--- src/hdl/ecap_pkg.sv ---
// Shared types and constants for the echo pulse capture block.
package ecap_pkg;

    typedef enum logic [1:0] {
        CMD_START = 2'd0,
        CMD_EDGE  = 2'd1,
        CMD_TICK  = 2'd2
    } t_cmd;

    localparam logic CFG_ENABLE  = 1'b0;
    localparam logic CFG_TIMEOUT = 1'b1;

    localparam logic [31:0] TIMEOUT_RESET = 32'd1000000;

    localparam logic KIND_PULSE  = 1'b0;
    localparam logic KIND_FINISH = 1'b1;

    localparam int FIFO_DEPTH = 4;
    localparam int LVL_W      = $clog2(FIFO_DEPTH + 1);

    typedef logic [LVL_W-1:0] t_level;

    // job leaving the front decode, before the rise time is known
    typedef struct packed {
        logic        is_pulse;
        logic [4:0]  pin;
        logic [31:0] now;
        logic [31:0] mask;
        logic        fin;
    } t_job;

    // queued work for the back end
    typedef struct packed {
        logic        is_pulse;
        logic [4:0]  pin;
        logic [31:0] dur;
        logic [31:0] mask;
        logic        fin;
    } t_entry;

endpackage

--- src/hdl/ecap_ram.sv ---
// Generic single-write, registered-read RAM.
module ecap_ram #(
    parameter int WIDTH = 32,
    parameter int DEPTH = 32,
    parameter int AW    = (DEPTH > 1) ? $clog2(DEPTH) : 1
) (
    input  logic             i_clk,
    input  logic             i_we,
    input  logic [AW-1:0]    i_waddr,
    input  logic [WIDTH-1:0] i_wdata,
    input  logic             i_re,
    input  logic [AW-1:0]    i_raddr,
    output logic [WIDTH-1:0] o_rdata
);

    logic [WIDTH-1:0] r_mem [DEPTH];
    logic [WIDTH-1:0] r_rdata;

    always_ff @(posedge i_clk) begin
        if (i_we) begin
            r_mem[i_waddr] <= i_wdata;
        end
        if (i_re) begin
            r_rdata <= r_mem[i_raddr];
        end
    end

    assign o_rdata = r_rdata;

endmodule

--- src/hdl/ecap_front.sv ---
// Front end: accepts beats, keeps measurement state, computes pulse widths.
module ecap_front #(
    parameter int NUM_PINS = 32
) (
    input  logic              i_clk,
    input  logic              i_rst_n,
    input  logic              i_valid,
    output logic              o_stall,
    input  logic [1:0]        i_command,
    input  logic [4:0]        i_edge_pin,
    input  logic              i_edge_level,
    input  logic              i_cfg_we,
    input  logic              i_cfg_idx,
    input  logic [31:0]       i_cfg_data,
    input  ecap_pkg::t_level  i_fifo_level,
    output logic              o_push,
    output ecap_pkg::t_entry  o_entry
);
    import ecap_pkg::*;

    localparam int RANGE  = (NUM_PINS < 32) ? NUM_PINS : 32;
    localparam int RAM_AW = (RANGE > 1) ? $clog2(RANGE) : 1;
    localparam logic [31:0] PIN_MASK = 32'((64'(1) << RANGE) - 64'(1));

    function automatic logic [5:0] popcount(input logic [31:0] v);
        logic [3:0] b [4];
        logic [5:0] s;
        for (int j = 0; j < 4; j++) begin
            b[j] = 4'd0;
            for (int k = 0; k < 8; k++) begin
                b[j] = b[j] + 4'(v[8*j + k]);
            end
        end
        s = 6'(b[0]) + 6'(b[1]) + 6'(b[2]) + 6'(b[3]);
        return s;
    endfunction

    logic [31:0] r_en;
    logic [31:0] r_timeout;
    logic        r_armed;
    logic [31:0] r_rose;
    logic [31:0] r_done;
    logic [31:0] r_now;
    logic [31:0] r_elapsed;
    logic [5:0]  r_pending;
    logic        r_stage_vld;
    t_job        r_job;

    logic        n_armed;
    logic [31:0] n_rose;
    logic [31:0] n_done;
    logic [31:0] n_now;
    logic [31:0] n_elapsed;
    logic [5:0]  n_pending;
    logic        n_stage_vld;
    t_job        n_job;

    logic [31:0]      w_group;
    logic             w_acc;
    logic             w_ram_we;
    logic [LVL_W:0]   w_used;
    logic [31:0]      w_rise;

    assign w_group = r_en & PIN_MASK;
    assign w_used  = (LVL_W+1)'(i_fifo_level) + (LVL_W+1)'(r_stage_vld);
    assign o_stall = w_used >= (LVL_W+1)'(FIFO_DEPTH);
    assign w_acc   = i_valid & ~o_stall;

    ecap_ram #(
        .WIDTH (32),
        .DEPTH (RANGE),
        .AW    (RAM_AW)
    ) u_rise_ram (
        .i_clk   (i_clk),
        .i_we    (w_ram_we),
        .i_waddr (i_edge_pin[RAM_AW-1:0]),
        .i_wdata (r_now),
        .i_re    (w_acc),
        .i_raddr (i_edge_pin[RAM_AW-1:0]),
        .o_rdata (w_rise)
    );

    always_comb begin
        n_armed     = r_armed;
        n_rose      = r_rose;
        n_done      = r_done;
        n_now       = r_now;
        n_elapsed   = r_elapsed;
        n_pending   = r_pending;
        n_stage_vld = 1'b0;
        n_job       = '0;
        w_ram_we    = 1'b0;
        if (w_acc) begin
            unique case (i_command)
                CMD_START: begin
                    n_armed   = 1'b1;
                    n_rose    = '0;
                    n_done    = '0;
                    n_elapsed = '0;
                    n_pending = popcount(w_group);
                    if (n_pending == 6'd0) begin
                        n_armed      = 1'b0;
                        n_stage_vld  = 1'b1;
                        n_job.fin    = 1'b1;
                    end
                end
                CMD_TICK: begin
                    n_now = r_now + 32'd1;
                    if (r_armed) begin
                        if (r_elapsed != '1) begin
                            n_elapsed = r_elapsed + 32'd1;
                        end
                        if (n_elapsed >= r_timeout) begin
                            n_armed     = 1'b0;
                            n_stage_vld = 1'b1;
                            n_job.fin   = 1'b1;
                            n_job.mask  = r_done;
                        end
                    end
                end
                CMD_EDGE: begin
                    if (r_armed && w_group[i_edge_pin] && !r_done[i_edge_pin]) begin
                        if (i_edge_level && !r_rose[i_edge_pin]) begin
                            w_ram_we             = 1'b1;
                            n_rose[i_edge_pin]   = 1'b1;
                        end else if (r_rose[i_edge_pin]) begin
                            n_done[i_edge_pin] = 1'b1;
                            if (r_pending != 6'd0) begin
                                n_pending = r_pending - 6'd1;
                            end
                            n_stage_vld    = 1'b1;
                            n_job.is_pulse = 1'b1;
                            n_job.pin      = i_edge_pin;
                            n_job.now      = r_now;
                            n_job.mask     = n_done;
                            n_job.fin      = (n_pending == 6'd0);
                            if (n_pending == 6'd0) begin
                                n_armed = 1'b0;
                            end
                        end
                    end
                end
                default: ;
            endcase
        end
    end

    always_ff @(posedge i_clk) begin
        if (!i_rst_n) begin
            r_en        <= '0;
            r_timeout   <= TIMEOUT_RESET;
            r_armed     <= 1'b0;
            r_rose      <= '0;
            r_done      <= '0;
            r_now       <= '0;
            r_elapsed   <= '0;
            r_pending   <= '0;
            r_stage_vld <= 1'b0;
        end else begin
            if (i_cfg_we) begin
                unique case (i_cfg_idx)
                    CFG_ENABLE:  r_en      <= i_cfg_data;
                    CFG_TIMEOUT: r_timeout <= i_cfg_data;
                    default: ;
                endcase
            end
            r_armed     <= n_armed;
            r_rose      <= n_rose;
            r_done      <= n_done;
            r_now       <= n_now;
            r_elapsed   <= n_elapsed;
            r_pending   <= n_pending;
            r_stage_vld <= n_stage_vld;
        end
    end

    always_ff @(posedge i_clk) begin
        r_job <= n_job;
    end

    assign o_push           = r_stage_vld;
    assign o_entry.is_pulse = r_job.is_pulse;
    assign o_entry.pin      = r_job.pin;
    assign o_entry.dur      = r_job.is_pulse ? (r_job.now - w_rise) : 32'd0;
    assign o_entry.mask     = r_job.mask;
    assign o_entry.fin      = r_job.fin;

endmodule

--- src/hdl/ecap_fifo.sv ---
// Short queue between the front end and the result sequencer.
module ecap_fifo (
    input  logic              i_clk,
    input  logic              i_rst_n,
    input  logic              i_push,
    input  ecap_pkg::t_entry  i_entry,
    input  logic              i_pop,
    output ecap_pkg::t_entry  o_entry,
    output logic              o_empty,
    output ecap_pkg::t_level  o_level
);
    import ecap_pkg::*;

    localparam int PTR_W = (FIFO_DEPTH > 1) ? $clog2(FIFO_DEPTH) : 1;

    t_entry           r_mem [FIFO_DEPTH];
    logic [PTR_W-1:0] r_wr;
    logic [PTR_W-1:0] r_rd;
    t_level           r_level;

    always_ff @(posedge i_clk) begin
        if (!i_rst_n) begin
            r_wr    <= '0;
            r_rd    <= '0;
            r_level <= '0;
        end else begin
            if (i_push) begin
                r_wr <= (r_wr == PTR_W'(FIFO_DEPTH - 1)) ? '0 : r_wr + PTR_W'(1);
            end
            if (i_pop) begin
                r_rd <= (r_rd == PTR_W'(FIFO_DEPTH - 1)) ? '0 : r_rd + PTR_W'(1);
            end
            if (i_push && !i_pop) begin
                r_level <= r_level + LVL_W'(1);
            end else if (i_pop && !i_push) begin
                r_level <= r_level - LVL_W'(1);
            end
        end
    end

    always_ff @(posedge i_clk) begin
        if (i_push) begin
            r_mem[r_wr] <= i_entry;
        end
    end

    assign o_entry = r_mem[r_rd];
    assign o_empty = (r_level == '0);
    assign o_level = r_level;

endmodule

--- src/hdl/ecap_back.sv ---
// Back end: expands queued entries into result beats behind an output register.
module ecap_back (
    input  logic              i_clk,
    input  logic              i_rst_n,
    input  ecap_pkg::t_entry  i_entry,
    input  logic              i_empty,
    output logic              o_pop,
    output logic              o_valid,
    input  logic              i_stall,
    output logic              o_result_kind,
    output logic [4:0]        o_channel,
    output logic [31:0]       o_duration_ticks,
    output logic [31:0]       o_valid_mask,
    output logic              o_mask_nonzero,
    output logic              o_last
);
    import ecap_pkg::*;

    logic        r_vld;
    logic        r_half;
    logic        r_kind;
    logic [4:0]  r_chan;
    logic [31:0] r_dur;
    logic [31:0] r_mask;
    logic        r_any;
    logic        r_last;

    logic w_load;
    logic w_fin_beat;

    assign w_load     = ~i_empty & (~r_vld | ~i_stall);
    assign w_fin_beat = r_half | ~i_entry.is_pulse;
    assign o_pop      = w_load & (w_fin_beat | ~i_entry.fin);

    always_ff @(posedge i_clk) begin
        if (!i_rst_n) begin
            r_vld  <= 1'b0;
            r_half <= 1'b0;
        end else begin
            if (w_load) begin
                r_vld  <= 1'b1;
                r_half <= ~w_fin_beat & i_entry.fin;
            end else if (!i_stall) begin
                r_vld <= 1'b0;
            end
        end
    end

    always_ff @(posedge i_clk) begin
        if (w_load) begin
            r_mask <= i_entry.mask;
            r_any  <= (i_entry.mask != '0);
            if (w_fin_beat) begin
                r_kind <= KIND_FINISH;
                r_chan <= '0;
                r_dur  <= '0;
                r_last <= 1'b1;
            end else begin
                r_kind <= KIND_PULSE;
                r_chan <= i_entry.pin;
                r_dur  <= i_entry.dur;
                r_last <= ~i_entry.fin;
            end
        end
    end

    assign o_valid          = r_vld;
    assign o_result_kind    = r_kind;
    assign o_channel        = r_chan;
    assign o_duration_ticks = r_dur;
    assign o_valid_mask     = r_mask;
    assign o_mask_nonzero   = r_any;
    assign o_last           = r_last;

endmodule

--- src/hdl/multi_channel_echo_pulse_capture.sv ---
// Top level of the multi-channel echo pulse width capture block.
//
//   channel   direction  handshake           payload
//   input     in         i_valid / o_stall   i_command, i_edge_pin, i_edge_level
//   result    out        o_valid / i_stall   o_result_kind, o_channel, o_duration_ticks,
//                                            o_valid_mask, o_mask_nonzero, o_last
//   config    in         i_cfg_we            i_cfg_idx, i_cfg_data
//
// One input beat per cycle while o_stall is low; a result passes through decode and
// rise-time read, queue write and the output register.
// A completing edge that ends the measurement gives two result beats, a pulse then a finish.
// o_stall rises when the four-entry queue plus the in-flight stage would overflow.
// Synchronous active-low reset; no clearing pass, the rise-time RAM is written before read.
module multi_channel_echo_pulse_capture #(
    parameter int NUM_PINS = 32
) (
    input  logic        i_clk,
    input  logic        i_rst_n,
    input  logic        i_valid,
    output logic        o_stall,
    input  logic [1:0]  i_command,
    input  logic [4:0]  i_edge_pin,
    input  logic        i_edge_level,
    output logic        o_valid,
    input  logic        i_stall,
    output logic        o_result_kind,
    output logic [4:0]  o_channel,
    output logic [31:0] o_duration_ticks,
    output logic [31:0] o_valid_mask,
    output logic        o_mask_nonzero,
    output logic        o_last,
    input  logic        i_cfg_we,
    input  logic        i_cfg_idx,
    input  logic [31:0] i_cfg_data
);
    import ecap_pkg::*;

    logic   w_push;
    logic   w_pop;
    logic   w_empty;
    t_entry w_push_entry;
    t_entry w_head;
    t_level w_level;

    ecap_front #(
        .NUM_PINS (NUM_PINS)
    ) u_front (
        .i_clk        (i_clk),
        .i_rst_n      (i_rst_n),
        .i_valid      (i_valid),
        .o_stall      (o_stall),
        .i_command    (i_command),
        .i_edge_pin   (i_edge_pin),
        .i_edge_level (i_edge_level),
        .i_cfg_we     (i_cfg_we),
        .i_cfg_idx    (i_cfg_idx),
        .i_cfg_data   (i_cfg_data),
        .i_fifo_level (w_level),
        .o_push       (w_push),
        .o_entry      (w_push_entry)
    );

    ecap_fifo u_fifo (
        .i_clk   (i_clk),
        .i_rst_n (i_rst_n),
        .i_push  (w_push),
        .i_entry (w_push_entry),
        .i_pop   (w_pop),
        .o_entry (w_head),
        .o_empty (w_empty),
        .o_level (w_level)
    );

    ecap_back u_back (
        .i_clk            (i_clk),
        .i_rst_n          (i_rst_n),
        .i_entry          (w_head),
        .i_empty          (w_empty),
        .o_pop            (w_pop),
        .o_valid          (o_valid),
        .i_stall          (i_stall),
        .o_result_kind    (o_result_kind),
        .o_channel        (o_channel),
        .o_duration_ticks (o_duration_ticks),
        .o_valid_mask     (o_valid_mask),
        .o_mask_nonzero   (o_mask_nonzero),
        .o_last           (o_last)
    );

endmodule

--- config.mk ---
export PLATFORM = sky130hd
export DESIGN_NAME = multi_channel_echo_pulse_capture
export DESIGN_NICKNAME = d
export VERILOG_FILES = /design/src/hdl/ecap_pkg.sv /design/src/hdl/ecap_ram.sv /design/src/hdl/ecap_front.sv /design/src/hdl/ecap_fifo.sv /design/src/hdl/ecap_back.sv /design/src/hdl/multi_channel_echo_pulse_capture.sv
export SDC_FILE = /design/constraint.sdc
export NUM_CORES = 2
export LEC_CHECK = 0
export BUFFER_PORTS_ARGS = -buffer_cell sky130_fd_sc_hd__buf_2
export CAP_MARGIN = 15
export CORE_UTILIZATION = 45
export CTS_BUF_LIST = sky130_fd_sc_hd__clkbuf_8
export CTS_CLUSTER_DIAMETER = 150
export DETAILED_ROUTE_END_ITERATION = 16
export MAX_ROUTING_LAYER = met4
export PLACE_DENSITY_LB_ADDON = 0.12
export SYNTH_ARGS = -nofsm -noshare
export SYNTH_HDL_FRONTEND = slang
export SYNTH_HIERARCHICAL = 1
export SYNTH_SLANG_ARGS = --single-unit
export TNS_END_PERCENT = 30
--- constraint.sdc ---
create_clock -name i_clk -period 6 [get_ports i_clk]
set_input_delay 0.3 -clock i_clk [delete_from_list [all_inputs] [get_ports i_clk]]
set_output_delay 0.3 -clock i_clk [all_outputs]
set_load 0.03 [all_outputs]
==> flow_summary.toml <==
[setup_path]
cp_common_cell = "sky130_fd_sc_hd__fa_1"
wp_data_required_ns = 6.89
critical_path.n_buffers_inverters = 4
cp.arrival_ns = 6.52
worst-r2r-cell-count = 20
critical-path-top-delay-family = "adder cells"
worstSetupPathType = "flip-flop to flip-flop"
cp.depth = 20
critical_path.cell_chain = "inv_1 > fa_1 > inv_1 > fa_1 > fa_1 > fa_1 > fa_1 > inv_1 > fa_1 > inv_1 > ha_1 > fa_1 > a21o_1 > a21oi_1 > xnor2_1 > nor2_1 > nand2_1 > nor4_1 > a21boi_0 > a21boi_0"
endpoint_kind = "flip-flop"
cpMaxStageDelayCell = "sky130_fd_sc_hd__fa_1"
critical-path-max-stage-delay_ns = 0.54
cp_max_fo = 3
critical_path.startpoint_type = "flip-flop"

[placement]
place.gp.congestion = 0.821
dp.final_hpwl_um = 102000
port_buffers = 119

[power_and_ir_drop]
power_per_standard_cell_area_mw_per_mm2 = 326
total_power_mw = 25.7
p_leak_nw = 30.1
vdd.ir_drop.worst_uv = 234

[route]
avg_wl_per_cell_um = 24.3
detail_route.iter0.violations = 3121
finalWirelength_um = 175000
antenna_violating_nets_left = 0
drc = 0
route.detailed.vias_per_inst = 5.55
vias = 39900
drt_pre_antenna_iters = 6

[floorplanning]
coreArea_mm2 = 0.152
rows = 143
die_w_um = 395
die_y_um = 395
fp.dieArea_mm2 = 0.156
pin_count = 120
start_util = 0.455

[yosys]
synth_area_mm2 = 0.0694
postSynthCellCount = 4603
ys.warnings.count = 6
synth_async_sr_flop_share = 0
post_synth.cell_area_avg_um2 = 15.1
synth_edf_count = 1412
synth_seq_area_share = 0.693
dominantRegCellSynth = "sky130_fd_sc_hd__edfxtp_1"
mapped_nets = 4759
synth_cell_type_count = 80
synthesized_flop_and_latch_total = 1694

[clock_tree]
cts_inserted_buffers = 303
clock_latency_reported_for_the_late_side_of_the_worst_skew_pair_ns = 1.02
cts_tree = "yes"
max-clock-path-buffers = 4
cts-htree-levels = 5
cts-hold-fix-buffers = 60
clk_transition_reported_paths_ns = 0.06
cts-resized-gates = 0
cts-root-buf = "sky130_fd_sc_hd__clkbuf_8"
post-cts-setup-buffers = 0
sink_count = 1694

[sta]
fin_tns_setup_ns = 0
post-route-period-util = 0.938
finalSetupViolations = 0
worst_hold_slack_ns = 0.115
max_freq_mhz = 178
skew_ns = 0.0797
worst-slew-pin-transition_ns = 1.19
hold_viol_final = 0
grt_setup_unrepaired = "no"
slew-limit-headroom = 0.197
final_max_slew_violation_count = 0
final_period_minus_worst_setup_slack_ns = 5.63

[grt]
groute.usage.overall = 0.229
grt_pass1_vias = 39400
first_pass_grt_wire_length_um = 259000
initial_antenna_violation_count = 4
maximum_number_of_pins_on_one_net_before_global_route_repair = 114
gr-total-overflow = 0

[outcome]
run_status = "complete, no violations"

[cells_and_area]
utilization = 0.515
fill_cell_total_of_the_finished_layout = 12700
mostFrequentLayoutCells = "sky130_fd_sc_hd__edfxtp_1 (1412), sky130_fd_sc_hd__mux2i_1 (547), sky130_fd_sc_hd__nand2_1 (384), sky130_fd_sc_hd__clkbuf_8 (340), sky130_fd_sc_hd__dfxtp_1 (273)"
layout.cells.most_common = "sky130_fd_sc_hd__edfxtp_1"
drive_above_1_share = 0.151
layout-area-overhead-vs-synth_pct = 13.3
final_net_count = 5101

[min_path]
min_delay_path_depth = 6
hold_path_class = "primary input to flip-flop"

[flow_run]
max_cap_viol_count = 0
[tightest hold or removal path, cell delays in order]
cell	delay, ns
sky130_fd_sc_hd__buf_2	0.10
sky130_fd_sc_hd__and3_1	0.21
sky130_fd_sc_hd__and4_2	0.27
sky130_fd_sc_hd__nand2_1	0.06
sky130_fd_sc_hd__nand3_1	0.07
sky130_fd_sc_hd__nand2_1	0.06
[worst paths after layout]
check / startpoint / end / slack (ns)
hold / removal: i_valid / u_front/r_pending[0]$_SDFFE_PN0P_ / 0.12
hold reg to reg: u_front/r_rose[21]$_SDFFE_PN0P_ / u_front/r_rose[21]$_SDFFE_PN0P_ / 0.45
setup reg to reg: u_front/r_en[5]$_SDFFE_PN0P_ / u_front/o_entry[0]$_SDFF_PN0_ / 0.37
setup / recovery: u_front/r_en[5]$_SDFFE_PN0P_ / u_front/o_entry[0]$_SDFF_PN0_ / 0.37
[state kept, by name, indices dropped and copies added (netlist names), 32 cells and up, named ones only]
signal                      flops
u_front/r_job                  32
u_front/r_rose                 32
u_fifo/r_mem                  284
u_front/r_elapsed              32
u_front/r_now                  32
u_front/u_rise_ram/r_mem     1024
u_back/o_duration_ticks        32
u_back/o_valid_mask            32
u_front/r_en                   32
u_front/r_done                 32
u_front/u_rise_ram/o_rdata     32
u_front/o_entry                39
u_front/r_timeout              32
[metal layers]
layer  global-route usage  vias to the layer above  routed length (um)
li1                     -                    18200                   -
met1                0.323                    20300               81900
met2                0.345                     1120               80700
met3               0.0382                      261                8850
met4               0.0595                        0                3230
met5                    -                        -                   0
[synth_stat cells, drive strengths merged, types with 30 or more instances]
| library cell | n | area [um2] |
|---|---|---|
| ha | 84 | 1050 |
| xnor2 | 51 | 447 |
| a21oi | 153 | 773 |
| a31oi | 49 | 307 |
| nor2b | 30 | 190 |
| dfxtp | 282 | 5650 |
| nor2 | 98 | 373 |
| a21o | 32 | 240 |
| nor3 | 61 | 310 |
| nand3 | 145 | 726 |
| clkbuf | 113 | 432 |
| a22oi | 100 | 751 |
| edfxtp | 1412 | 42400 |
| nand4 | 30 | 188 |
| mux2i | 547 | 5480 |
| a21boi | 75 | 563 |
| o2bb2ai | 33 | 289 |
| buf | 154 | 1180 |
| inv | 133 | 499 |
| mux4 | 81 | 1840 |
| a22o | 71 | 622 |
| nand2 | 385 | 1450 |
| o21ai | 114 | 574 |
| and2 | 119 | 744 |
[through the flow]
step,instances,cell area (um2),setup slack [ns]
2_1_floorplan,4603,69400,0.735
3_3_place_gp,6609,72400,0.502
3_5_place_dp,6609,72400,0.443
4_1_cts,7188,78600,0.417
5_1_grt,7190,78600,0.0611
6_report,7192,78600,0.374
[report_power, final]
part / leakage [nW] / internal, mW / switching, mW
sequential: 17.2 / 13.0 / 0.156
clock: 3.21 / 5.41 / 4.56
combinational: 9.62 / 0.845 / 1.64
total: 30.1 / 19.3 / 6.36
[cells by family (layout without fill, tap and decap cells)]
| group | Yosys count | count (layout) | synth area share |
|---|---|---|---|
| flops | 1694 | 1694 | 0.693 |
| mux | 634 | 634 | 0.106 |
| buf+inv | 401 | 957 | 0.0305 |
| fa+ha+maj | 110 | 110 | 0.0227 |
| simple gates | 974 | 974 | 0.0681 |
| compound gates | 713 | 713 | 0.0697 |
| other cells | 0 | 3 | 0 |
| xor+xnor | 77 | 77 | 0.00972 |
[layout make-up]
cell class | instances | area [um2] | area share
repair buffers | 304 | 2400 | 0.0306
well taps | 2030 | 2540 | 0.0323
multi-input cells | 2508 | 19500 | 0.248
clock inverters | 179 | 896 | 0.0114
diodes | 3 | 7.51 | 0.0000955
clock buffers | 340 | 4680 | 0.0596
flip-flops and latches | 1694 | 48100 | 0.612
inverters | 134 | 504 | 0.00642
Power figures use the tool's default switching activity.
